--- src/rtl/mxe_pkg.sv ---
// mxe_pkg: shared types and constants for the MIPS64 integer execute block.
// No dependencies.
package mxe_pkg;

   typedef struct packed {
      logic [31:0] instr;
      logic [63:0] pc;
   } req_type;

   typedef struct packed {
      logic        wb_enable;
      logic [4:0]  wb_index;
      logic [63:0] wb_value;
      logic        branch_taken;
      logic [63:0] branch_target;
      logic        annul_slot;
      logic        unimplemented;
   } rsp_type;

   // main opcodes
   localparam logic [5:0] OP_SPECIAL = 6'd0;
   localparam logic [5:0] OP_REGIMM  = 6'd1;
   localparam logic [5:0] OP_J       = 6'd2;
   localparam logic [5:0] OP_JAL     = 6'd3;
   localparam logic [5:0] OP_BEQ     = 6'd4;
   localparam logic [5:0] OP_BNE     = 6'd5;
   localparam logic [5:0] OP_BLEZ    = 6'd6;
   localparam logic [5:0] OP_BGTZ    = 6'd7;
   localparam logic [5:0] OP_ADDI    = 6'd8;
   localparam logic [5:0] OP_ADDIU   = 6'd9;
   localparam logic [5:0] OP_SLTI    = 6'd10;
   localparam logic [5:0] OP_SLTIU   = 6'd11;
   localparam logic [5:0] OP_ANDI    = 6'd12;
   localparam logic [5:0] OP_ORI     = 6'd13;
   localparam logic [5:0] OP_XORI    = 6'd14;
   localparam logic [5:0] OP_LUI     = 6'd15;
   localparam logic [5:0] OP_BEQL    = 6'd20;
   localparam logic [5:0] OP_BNEL    = 6'd21;
   localparam logic [5:0] OP_BLEZL   = 6'd22;
   localparam logic [5:0] OP_BGTZL   = 6'd23;
   localparam logic [5:0] OP_DADDI   = 6'd24;
   localparam logic [5:0] OP_DADDIU  = 6'd25;

   // special funct codes
   localparam logic [5:0] FN_SLL    = 6'd0;
   localparam logic [5:0] FN_SRL    = 6'd2;
   localparam logic [5:0] FN_SRA    = 6'd3;
   localparam logic [5:0] FN_SLLV   = 6'd4;
   localparam logic [5:0] FN_SRLV   = 6'd6;
   localparam logic [5:0] FN_SRAV   = 6'd7;
   localparam logic [5:0] FN_JR     = 6'd8;
   localparam logic [5:0] FN_JALR   = 6'd9;
   localparam logic [5:0] FN_SYNC   = 6'd15;
   localparam logic [5:0] FN_MFHI   = 6'd16;
   localparam logic [5:0] FN_MTHI   = 6'd17;
   localparam logic [5:0] FN_MFLO   = 6'd18;
   localparam logic [5:0] FN_MTLO   = 6'd19;
   localparam logic [5:0] FN_DSLLV  = 6'd20;
   localparam logic [5:0] FN_MULT   = 6'd24;
   localparam logic [5:0] FN_MULTU  = 6'd25;
   localparam logic [5:0] FN_DIV    = 6'd26;
   localparam logic [5:0] FN_DIVU   = 6'd27;
   localparam logic [5:0] FN_DMULTU = 6'd29;
   localparam logic [5:0] FN_DDIV   = 6'd30;
   localparam logic [5:0] FN_DDIVU  = 6'd31;
   localparam logic [5:0] FN_ADD    = 6'd32;
   localparam logic [5:0] FN_ADDU   = 6'd33;
   localparam logic [5:0] FN_SUB    = 6'd34;
   localparam logic [5:0] FN_SUBU   = 6'd35;
   localparam logic [5:0] FN_AND    = 6'd36;
   localparam logic [5:0] FN_OR     = 6'd37;
   localparam logic [5:0] FN_XOR    = 6'd38;
   localparam logic [5:0] FN_NOR    = 6'd39;
   localparam logic [5:0] FN_SLT    = 6'd42;
   localparam logic [5:0] FN_SLTU   = 6'd43;
   localparam logic [5:0] FN_DSLL   = 6'd56;
   localparam logic [5:0] FN_DSRL   = 6'd58;
   localparam logic [5:0] FN_DSLL32 = 6'd60;
   localparam logic [5:0] FN_DSRL32 = 6'd62;
   localparam logic [5:0] FN_DSRA32 = 6'd63;

   // regimm rt codes
   localparam logic [4:0] RI_BLTZ   = 5'd0;
   localparam logic [4:0] RI_BGEZ   = 5'd1;
   localparam logic [4:0] RI_BLTZL  = 5'd2;
   localparam logic [4:0] RI_BGEZL  = 5'd3;
   localparam logic [4:0] RI_BGEZAL = 5'd17;

   localparam logic [63:0] JUMP_MASK = 64'hFFFF_FFFF_F000_0000;
   localparam logic [4:0]  LINK_REG  = 5'd31;

   // classification from the front end
   typedef enum logic [2:0] {
      CL_SIMPLE = 3'd0,  // ALU, branch or jump
      CL_MULT   = 3'd1,  // MULT / MULTU
      CL_DMULTU = 3'd2,
      CL_DIV32  = 3'd3,  // DIV / DIVU
      CL_DIV64  = 3'd4,  // DDIV / DDIVU
      CL_NONE   = 3'd5   // unimplemented opcode
   } class_type;

   typedef struct packed {
      req_type   req;
      class_type cls;
   } queue_entry_type;

   function automatic logic [63:0] sx32(input logic [31:0] v);
      return {{32{v[31]}}, v};
   endfunction

endpackage

--- src/rtl/mxe_front.sv ---
// mxe_front: accepts instruction items, classifies them and pushes them into
// a two-entry queue toward the back end. Depends on mxe_pkg.
module mxe_front import mxe_pkg::*; (
   input  logic            clock,
   input  logic            reset,
   input  logic            req_valid,
   output logic            req_stall,
   input  req_type         req_data,
   output logic            q_valid,
   input  logic            q_pop,
   output queue_entry_type q_head
);

   queue_entry_type slot_ff [2];
   logic [1:0]      count_ff, count_in;
   logic            rd_ptr_ff, rd_ptr_in, wr_ptr_ff, wr_ptr_in;
   logic            push, pop;
   class_type       cls;
   logic [5:0]      op, fn;
   logic [4:0]      rt;

   assign op = req_data.instr[31:26];
   assign fn = req_data.instr[5:0];
   assign rt = req_data.instr[20:16];

   always_comb begin
      cls = CL_SIMPLE;
      case (op)
         OP_SPECIAL: begin
            case (fn)
               FN_MULT, FN_MULTU: cls = CL_MULT;
               FN_DMULTU:         cls = CL_DMULTU;
               FN_DIV, FN_DIVU:   cls = CL_DIV32;
               FN_DDIV, FN_DDIVU: cls = CL_DIV64;
               FN_SLL, FN_SRL, FN_SRA, FN_SLLV, FN_SRLV, FN_SRAV, FN_JR, FN_JALR,
               FN_SYNC, FN_MFHI, FN_MTHI, FN_MFLO, FN_MTLO, FN_DSLLV, FN_ADD,
               FN_ADDU, FN_SUB, FN_SUBU, FN_AND, FN_OR, FN_XOR, FN_NOR, FN_SLT,
               FN_SLTU, FN_DSLL, FN_DSRL, FN_DSLL32, FN_DSRL32, FN_DSRA32:
                  cls = CL_SIMPLE;
               default: cls = CL_NONE;
            endcase
         end
         OP_REGIMM: begin
            case (rt)
               RI_BLTZ, RI_BGEZ, RI_BLTZL, RI_BGEZL, RI_BGEZAL: cls = CL_SIMPLE;
               default: cls = CL_NONE;
            endcase
         end
         OP_J, OP_JAL, OP_BEQ, OP_BNE, OP_BLEZ, OP_BGTZ, OP_ADDI, OP_ADDIU,
         OP_SLTI, OP_SLTIU, OP_ANDI, OP_ORI, OP_XORI, OP_LUI, OP_BEQL, OP_BNEL,
         OP_BLEZL, OP_BGTZL, OP_DADDI, OP_DADDIU: cls = CL_SIMPLE;
         default: cls = CL_NONE;
      endcase
   end

   assign req_stall = (count_ff == 2'd2);
   assign push      = req_valid && !req_stall;
   assign pop       = q_pop && q_valid;
   assign q_valid   = (count_ff != 2'd0);
   assign q_head    = slot_ff[rd_ptr_ff];

   always_comb begin
      count_in  = count_ff + {1'b0, push} - {1'b0, pop};
      rd_ptr_in = rd_ptr_ff ^ pop;
      wr_ptr_in = wr_ptr_ff ^ push;
   end

   always_ff @(posedge clock) begin
      if (reset) begin
         count_ff  <= 2'd0;
         rd_ptr_ff <= 1'b0;
         wr_ptr_ff <= 1'b0;
      end else begin
         count_ff  <= count_in;
         rd_ptr_ff <= rd_ptr_in;
         wr_ptr_ff <= wr_ptr_in;
      end
      if (push) begin
         slot_ff[wr_ptr_ff] <= '{req: req_data, cls: cls};
      end
   end

endmodule

--- config.mk ---
export PLATFORM = sky130hd
export DESIGN_NAME = mxe_front
export DESIGN_NICKNAME = d
export VERILOG_FILES = /design/src/rtl/mxe_pkg.sv /design/src/rtl/mxe_front.sv
export SDC_FILE = /design/constraint.sdc
export NUM_CORES = 1
export LEC_CHECK = 0
export BUFFER_PORTS_ARGS = -buffer_cell sky130_fd_sc_hd__clkbuf_2
export CAP_MARGIN = 20
export CORE_AREA = 2 2 124 126
export CTS_BUF_LIST = sky130_fd_sc_hd__clkbuf_16
export DETAILED_ROUTE_END_ITERATION = 16
export DIE_AREA = 0 0 126 128
export PLACE_DENSITY = 0.78
export RECOVER_POWER = 50
export SYNTH_ARGS = -nofsm -noshare
export SYNTH_HDL_FRONTEND = slang
export SYNTH_SLANG_ARGS = --single-unit
export TNS_END_PERCENT = 20
--- constraint.sdc ---
create_clock -name clock -period 4.3 [get_ports clock]
set_input_delay 0.43 -clock clock [delete_from_list [all_inputs] [get_ports clock]]
set_output_delay 0.43 -clock clock [all_outputs]
set_load 0.03 [all_outputs]
### Yosys cells after proc, flatten, opt, wreduce, memory -nomap -nowiden

Memory sizes are Yosys's and may differ from the RTL's. A register that Yosys moved wholly into a read port is not among the register bits.
Index checks and enable logic that the tools add are counted.
W data, S select, Z words.

| cells by class | value |
|---|---|
| equal/unequal tests | 26 |
| $add $sub $neg | 2 |
| reductions and logical operators | 8 |
| bitwise operators | 2 |
| mux-type cells | 5 |

Operators with widths:

| kind | count |
|---|---|
| $eq A6 B4 Y1 const B | 8 |
| $eq A6 B5 Y1 const B | 6 |
| $eq A6 B3 Y1 const B | 4 |
| $reduce_or A20 Y1 | 1 |
| $eq A6 B2 Y1 const B | 2 |
| $eq A5 B2 Y1 const B | 2 |
| $pmux W3 S3 | 1 |
| $eq A6 B1 Y1 const B | 1 |
| $logic_not A6 Y1 | 1 |
| $eq A5 B1 Y1 const B | 1 |
| $eq A5 B5 Y1 const B | 1 |
| $logic_not A5 Y1 | 1 |
| $reduce_or A5 Y1 | 1 |
| $mux W1 | 3 |
| $mux W3 | 1 |
| $add A2 B1 Y2 | 1 |
| $eq A2 B2 Y1 const B | 1 |
| $logic_and A1 B1 Y1 | 2 |
| $reduce_bool A2 Y1 | 1 |
| $sub A2 B1 Y2 | 1 |
| $xor A1 B1 Y1 | 2 |
| $logic_not A1 Y1 | 1 |

| storage, ports and cells | value |
|---|---|
| word-level logic and storage cells | 48 |
| bits in writable memories | 198 |
| output and inout bits | 101 |
| memories | 2 |
| input port bits | 100 |
| register bits | 4 |
| bits in read-only memories | 192 |

Memories:

| memory | words | width | read ports | clocked after Yosys merged registers in | wr ports | RTL line | text |
|---|---|---|---|---|---|---|---|
| slot_ff | 2 | 99 | 1 | 1 | 1 | mxe_front.sv:14 | `queue_entry_type slot_ff [2];` |
| (name not given) | 64 | 3 | 1 | 0 | 0 | mxe_front.sv:30 | `case (fn)` |

### Depth between registers and ports, before layout

Gate-level depths: netlist (run 1).

| depth | value |
|---|---|
| word-level depth | 5 |
| depth in mapped cells | 8 |
| depth with buffers taken out | 8 |

### Least setup slack after synthesis (run 1)

No wires, ideal clock.

| timing | value |
|---|---|
| path kind | reg2reg |
| start point | register count_ff[0] |
| end point | memory slot_ff[1][0] (netlist bit) (enable) |
| data arrival time | 2.912 ns |
| period minus slack after synthesis | 3.381 ns |
| setup time | 0.470 ns |
| required time | 3.830 ns |
| setup slack | 0.919 ns |
| stages on the path, launching flop included | 5 |
| cell sequence | dfxtp_1 > nand2b_1 > nand2_1 > inv_1 > ha_1 |

| between the ends | value |
|---|---|
| cells in the longest elaborated chain, start to end | 5 |

RTL lines:

| item | RTL line | text |
|---|---|---|
| from (decl) | mxe_front.sv:15 | `logic [1:0] count_ff, count_in;` |
| from (signal assigned) | mxe_front.sv:74 | `count_ff <= count_in;` |
| $eq A2 B2 Y1 | mxe_front.sv:56 | `assign req_stall = (count_ff == 2'd2);` |
| $logic_not A1 Y1 | mxe_front.sv:57 | `assign push = req_valid && !req_stall;` |
| $logic_and A1 B1 Y1 | mxe_front.sv:57 |  |
| $mux W1 | mxe_front.sv:78 | `if (push) begin` |
| $mux W1 (not written as such) | mxe_front.sv:79 | `slot_ff[wr_ptr_ff] <= '{req: req_data, cls: cls};` |
| to (decl) | mxe_front.sv:14 |  |

No other way between the ends.

==> qor.csv, run 1 <==
metric;value;unit
status;complete, but fails checks;
violations;capacitance limit;
yosysTopAreaCell;edfxtp_1;
crit_path_max_fanout;55;
irDropWorstVdd;0.000349;V
pin_count;201;
dr.pass1.iters;4;
wl_per_cell;17.9;um
synth.avg_cell_area;20.7;um^2
drc;0;
timing.fmax;362;MHz
required;3.87;ns
maxSlewHeadroom;0.0686;%
p_leak;0.00336;uW
start_util;50.6;%
vias;3991;
core;14900;um^2
synth-warning-count;0;
fin_tns_setup;0;ns
worst_pin_slew;1.50;ns
finalHoldViolations;0;
power.switching;1870;uW
portBuffers;200;
routed.top_layer;met4;
maxCapViolCount;1;
clk_latency;0.48;ns
via_per_inst;5.10;
postCtsSetupBuffers;0;
gp_congestion;0.748;
synthDistinctLibCells;28;
cts_tree;yes;
layout-drive-gt1-share;43.4;%
row_count;45;
antenna_found_initial;0;
ctsResizeCount;0;
fin_cells;782;
dp_hpwl;9.25;mm
power_density;633;nW/um^2
clock-sinks;202;
wl;14.0;mm
grt_pass1_wl;21.1;mm
period_minus_slack;2.76;ns
grt_max_degree;60;
min_period_over_period;64.2;%
slew_violations;0;
arrival;2.33;ns
combPwrFrac;28.1;%
max-clock-path-buffers;3;
path_clk_slew;0.06;ns
swShare;31.9;%
grt_overflow_total;0;
p_total;5880;uW
skew;0.0110;ns
die_x;126;um
globalRouteTotalUtil;16.6;%
synthCells;364;
rsz0062_at_grt;false;
num_antenna_cells;0;
ys_seq_area_share;80.1;%
setup_viol;0;
die_h;128;um
wl_met3;1.11;mm
cts_buffers;21;
synthesis.area;7520;um^2
synthTopCellsByArea;edfxtp_1 (79%), mux2_2 (15%), dfxtp_1 (1.1%);
fin_hold_ws;0.141;ns
layout.nets;686;
areaGrowthSynthToFinish;23.4;%
cts_max_level;1;
dp.cells;747;
grt_pass1_vias;4295;
finalInstanceArea;9280;um^2
cp_slowest_cell;dfxtp_4;
syn-num-nets;468;
met2_length;7.19;mm
slowest_delay;0.82;ns
drt_iter0_drc;221;
dpl-instance-area;8790;um^2
synth_top_area_share;79.1;%
crit_chain;buf_4, mux2_2, clkbuf_2;
internal-power;4010;uW
crit_type;reg2out;
drt-met1-wl;5.43;mm
hp-class;in2reg;
cp-start-kind;flop;
ant_nets;0;
ys_ff_latch;202;
seq_power_share;44.8;%
ctsHoldBuffers;0;
root_buffer;clkbuf_16;
clockPowerShare;27.1;%
end_kind;output port;
die_area;16100;um^2
[cell usage after synthesis]
master,n
edfxtp_1,198
mux2_2,99
clkbuf_1,11
nor2_1,7
inv_1,6
nor2b_1,5
dfxtp_1,4
ha_1,4
o21ai_0,3
a21oi_1,2
nand2_1,2
nand2b_1,2
nand3_1,2
nor3_1,2
nor3b_1,2
o41ai_1,2
xnor2_1,2
a211o_1,1
a21bo_2,1
a221oi_1,1
a31oi_1,1
and2_1,1
nand3b_1,1
o21bai_1,1
or2_2,1
or3_4,1
or4_4,1
xor2_1,1
[per-stage QoR]
stage          util [%]  setup slack (ns)
2_1_floorplan         -             0.919
3_3_place_gp       59.1              2.02
3_5_place_dp       59.1              1.97
4_1_cts            63.2              1.49
5_1_grt            62.4              1.30
6_report           62.4              1.54
[cells in the final DEF, fill, tap and decap left out, types with 2 or more instances in the layout]
cell,instances
edfxtp_1,198
clkbuf_2,124
mux2_2,99
clkbuf_1,76
clkbuf_16,21
inv_1,15
nor2_1,7
buf_4,6
nor2b_1,5
o21ai_0,3
dfxtp_1,3
nand2b_1,2
nand2_1,2
a21oi_1,2
nor3_1,2
nand3_1,2
nor3b_1,2
o41ai_1,2
xnor2_1,2
ha_1,2
clkinv_1,2
clkinv_2,2
[cells by family (layout without fill, tap and decap cells)]
group,Yosys count,after routing,synth area share [%]
xor gates and xnor gates,3,3,0.349
muxes,99,99,14.8
AOI/OAI and AO/OA,12,12,1.11
and+or+nand+nor,27,27,2.06
buffers and inverters,17,247,0.849
adders and majority gates,4,4,0.666
DFF,202,202,80.1
[critical path: cells and delay by family (launching register included)]
family                 cells  cell delay [ns]
muxes                      1             0.39
buffers and inverters      2             0.61
DFF                        1             0.82
[layout make-up]
type	count	area, um^2
multi-input cells	145	1440
repair buffers	206	951
clock inverters	14	81.3
inverters	6	22.5
flip-flops and latches	202	6030
clock buffers	21	526
fillers	1130	5580
well taps	188	235
[worst paths after layout]
path	start	end	slack, ns	depth (start not counted)
worst max-delay path	rd_ptr_ff$_SDFF_PP0_	q_head[10]	1.54	3
worst min-delay path	req_data[89]	slot_ff[1][92]$_DFFE_PP_	0.14	1
worst max register to register	count_ff[0]$_SDFF_PP0_	slot_ff[0][60]$_DFFE_PP_	1.56	5
worst min register to register	count_ff[1]$_SDFF_PP0_	count_ff[1]$_SDFF_PP0_	0.58	2
[flip-flops by register name, summed over array words and instances, names as in the netlist]
signal	cells
wr_ptr_ff	1
rd_ptr_ff	1
count_ff	2
slot_ff	198
[layer usage]
layer,GRT usage [%],vias up
met1,20.0,1940
met3,5.18,22
met2,28.8,152
li1,-,1877
met5,0,-
met4,5.30,0
[power by group through the flow]
stage	clock network [uW]	logic [uW]	registers [uW]
2_1_floorplan	0	1270	2610
3_3_place_gp	0	1670	2660
3_5_place_dp	0	1690	2680
4_1_cts	1640	1700	2640
5_1_grt	1720	1750	2660
6_report	1590	1650	2630
Power figures use the tool's default switching activity.
==> run 2, diff against run 1 <==
Settings changed: ABC_AREA set to 1, CORE_AREA 2 2 124 126 to 2 2 131 133, DIE_AREA 0 0 126 128 to 0 0 133 135, PLACE_DENSITY 0.78 to 0.74.
Clock period 4.3 ns to 2.5 ns, I/O delays scaled along.
==> qor.csv, run 2 <==
metric;value;unit
status;finished, final reports clean;
globalRouteTotalUtil;17.7;%
regToRegSetupSlack;0.33;ns
grt_pass1_wl;25.3;mm
yosysMostFrequentCell;nand2_1;
combPwrFrac;33.4;%
rsz0062_at_grt;false;
dp_hpwl;9.45;mm
path_clk_slew;0.06;ns
cp_slowest_cell;buf_2;
fin_cells;1137;
layout-drive-gt1-share;19.3;%
irDropWorstVdd;0.000694;V
regMostFlops;slot_ff;
ys_async_sr_fraction;0;%
slew_violations;0;
dp.cells;1009;
synth_enable_flop_cells;198;
clock-sinks;202;
synth_top_area_share;77.9;%
arrival;2.27;ns
grt_overflow_total;0;
synthCells;602;
root_buffer;clkbuf_16;
internal-power;7000;uW
regArea;6030;um^2
vias;5269;
wl;16.1;mm
most-common-layout-cells;nand2_1 (324), edfxtp_1 (198), clkbuf_2 (134), dlygate4sd3_1 (91), clkbuf_1 (66);
maxSlewHeadroom;24.9;%
layout.nets;1007;
num_antenna_cells;0;
routed.top_layer;met4;
core;16400;um^2
cts_tree;yes;
row_count;47;
die_h;135;um
wl_met3;1.01;mm
ys_seq_area_share;79.0;%
power.switching;4100;uW
cts_max_level;1;
drt-met1-wl;6.28;mm
clk_latency;0.49;ns
required;2.60;ns
min_period_over_period;86.7;%
setup_viol;0;
fillers;1239;
seq_power_share;40.9;%
dr.pass1.iters;4;
pin_count;201;
portBuffers;200;
hp-class;in2reg;
drc;0;
yosysTopAreaCell;edfxtp_1;
multi_input_area;1440;um^2
synthesis.area;7630;um^2
path_common_cell;inv_1;
start_util;46.5;%
areaGrowthSynthToFinish;36.2;%
die_area;18000;um^2
period_minus_slack;2.17;ns
met2_length;8.43;mm
syn-num-nets;706;
maxCapViolCount;0;
yosys-top-cells-count;nand2_1 (324), edfxtp_1 (198), inv_1 (15), buf_2 (11);
via_per_inst;4.63;
synth-warning-count;0;
die_x;133;um
finalHoldViolations;0;
crit_chain;inv_1, o21ai_0, inv_1, ha_1, buf_2;
gp_congestion;0.741;
p_leak;0.00437;uW
synth.avg_cell_area;12.7;um^2
slowest_delay;0.89;ns
swShare;36.9;%
clockPowerShare;25.7;%
wl_per_cell;14.2;um
setup_slack;0.333;ns
end_kind;flop;
largest_registers;slot_ff (198), count_ff (2);
ys_ff_latch;202;
timing.fmax;462;MHz
skew;0.00977;ns
synthFlopType;edfxtp_1;
max-clock-path-buffers;3;
grt_max_degree;101;
ant_nets;0;
crit_type;reg2reg;
cp-start-kind;flop;
largest_reg_flops;198;
cts_buffers;21;
drt_iter0_drc;299;
grt_pass1_vias;5305;
mostFrequentLayoutCell;nand2_1;
power_density;1070;nW/um^2
pre_cts_ws;0.812;ns
ctsResizeCount;0;
antenna_found_initial;0;
synthDistinctLibCells;24;
crit_path_max_fanout;46;
synthTopCellsByArea;edfxtp_1 (78%), nand2_1 (16%), dfxtp_1 (1.0%);
worst_pin_slew;1.13;ns
run 2: area by class of cell:
cell class	count	share of cell area (%)
clock buffers	21	5.05
clock inverters	16	1.10
inverters	18	0.662
multi-input cells	361	13.8
flip-flops and latches	202	58.0
well taps	220	2.65
repair buffers	299	18.7
run 2: logic make-up after synthesis:
kind of cell	synth area share (%)
fa+ha+maj	0.656
flops	79.0
compound gates	0.689
buf+inv	2.10
simple gates	17.5
xor+xnor	0.115
run 2: critical path: cells and delay by family (launching register included):
kind | cells | cell delay [ns]
AO/OA/AOI/OAI | 1 | 0.14
adder cells (fa/ha/maj) | 1 | 0.21
buffers and inverters | 3 | 1.11
flip-flops | 1 | 0.31
run 2: final timing paths:
path,start,end,cells past startpoint
setup / recovery,count_ff[1]$_SDFF_PP0_,slot_ff[1][74]$_DFFE_PP_,5
hold / removal,q_pop,rd_ptr_ff$_SDFF_PP0_,4
setup reg to reg,count_ff[1]$_SDFF_PP0_,slot_ff[1][74]$_DFFE_PP_,5
hold reg to reg,wr_ptr_ff$_SDFF_PP0_,wr_ptr_ff$_SDFF_PP0_,3
run 2: through the flow:
stage	power (uW)	util, %	hold WS (ns)	TNS, ns	cell area, um^2
2_1_floorplan	7090	-	0.317	-166.63	7630
3_3_place_gp	8210	54.7	0.438	0	8980
4_1_cts	11300	64.2	0.00407	0	10500
3_5_place_dp	8260	54.7	0.442	0	8980
6_report	11100	63.4	0.0844	0	10400
5_1_grt	11700	63.4	0.0819	0	10400
run 2: power groups by stage:
stage / combinational, uW / clock [uW] / sequential (uW)
3_3_place_gp: 3630 / 0 / 4580
5_1_grt: 4020 / 3050 / 4590
4_1_cts: 3790 / 2940 / 4530
3_5_place_dp: 3660 / 0 / 4600
6_report: 3710 / 2850 / 4540
2_1_floorplan: 2460 / 0 / 4630
run 2: timing repair:
| item | 4_1_cts | 5_1_grt |
|---|---|---|
| buffers inserted | 0 | 0 |
| hold endpoints to repair | 184 | 0 |
| hold buffers | 91 | 0 |
run 2: per-layer routing:
| metal | vias to the layer above | GRT usage (%) |
|---|---|---|
| li1 | 2622 | - |
| met1 | 2429 | 20.9 |
| met2 | 180 | 32.3 |
| met3 | 38 | 3.72 |
| met4 | 0 | 6.15 |
| met5 | - | 0 |
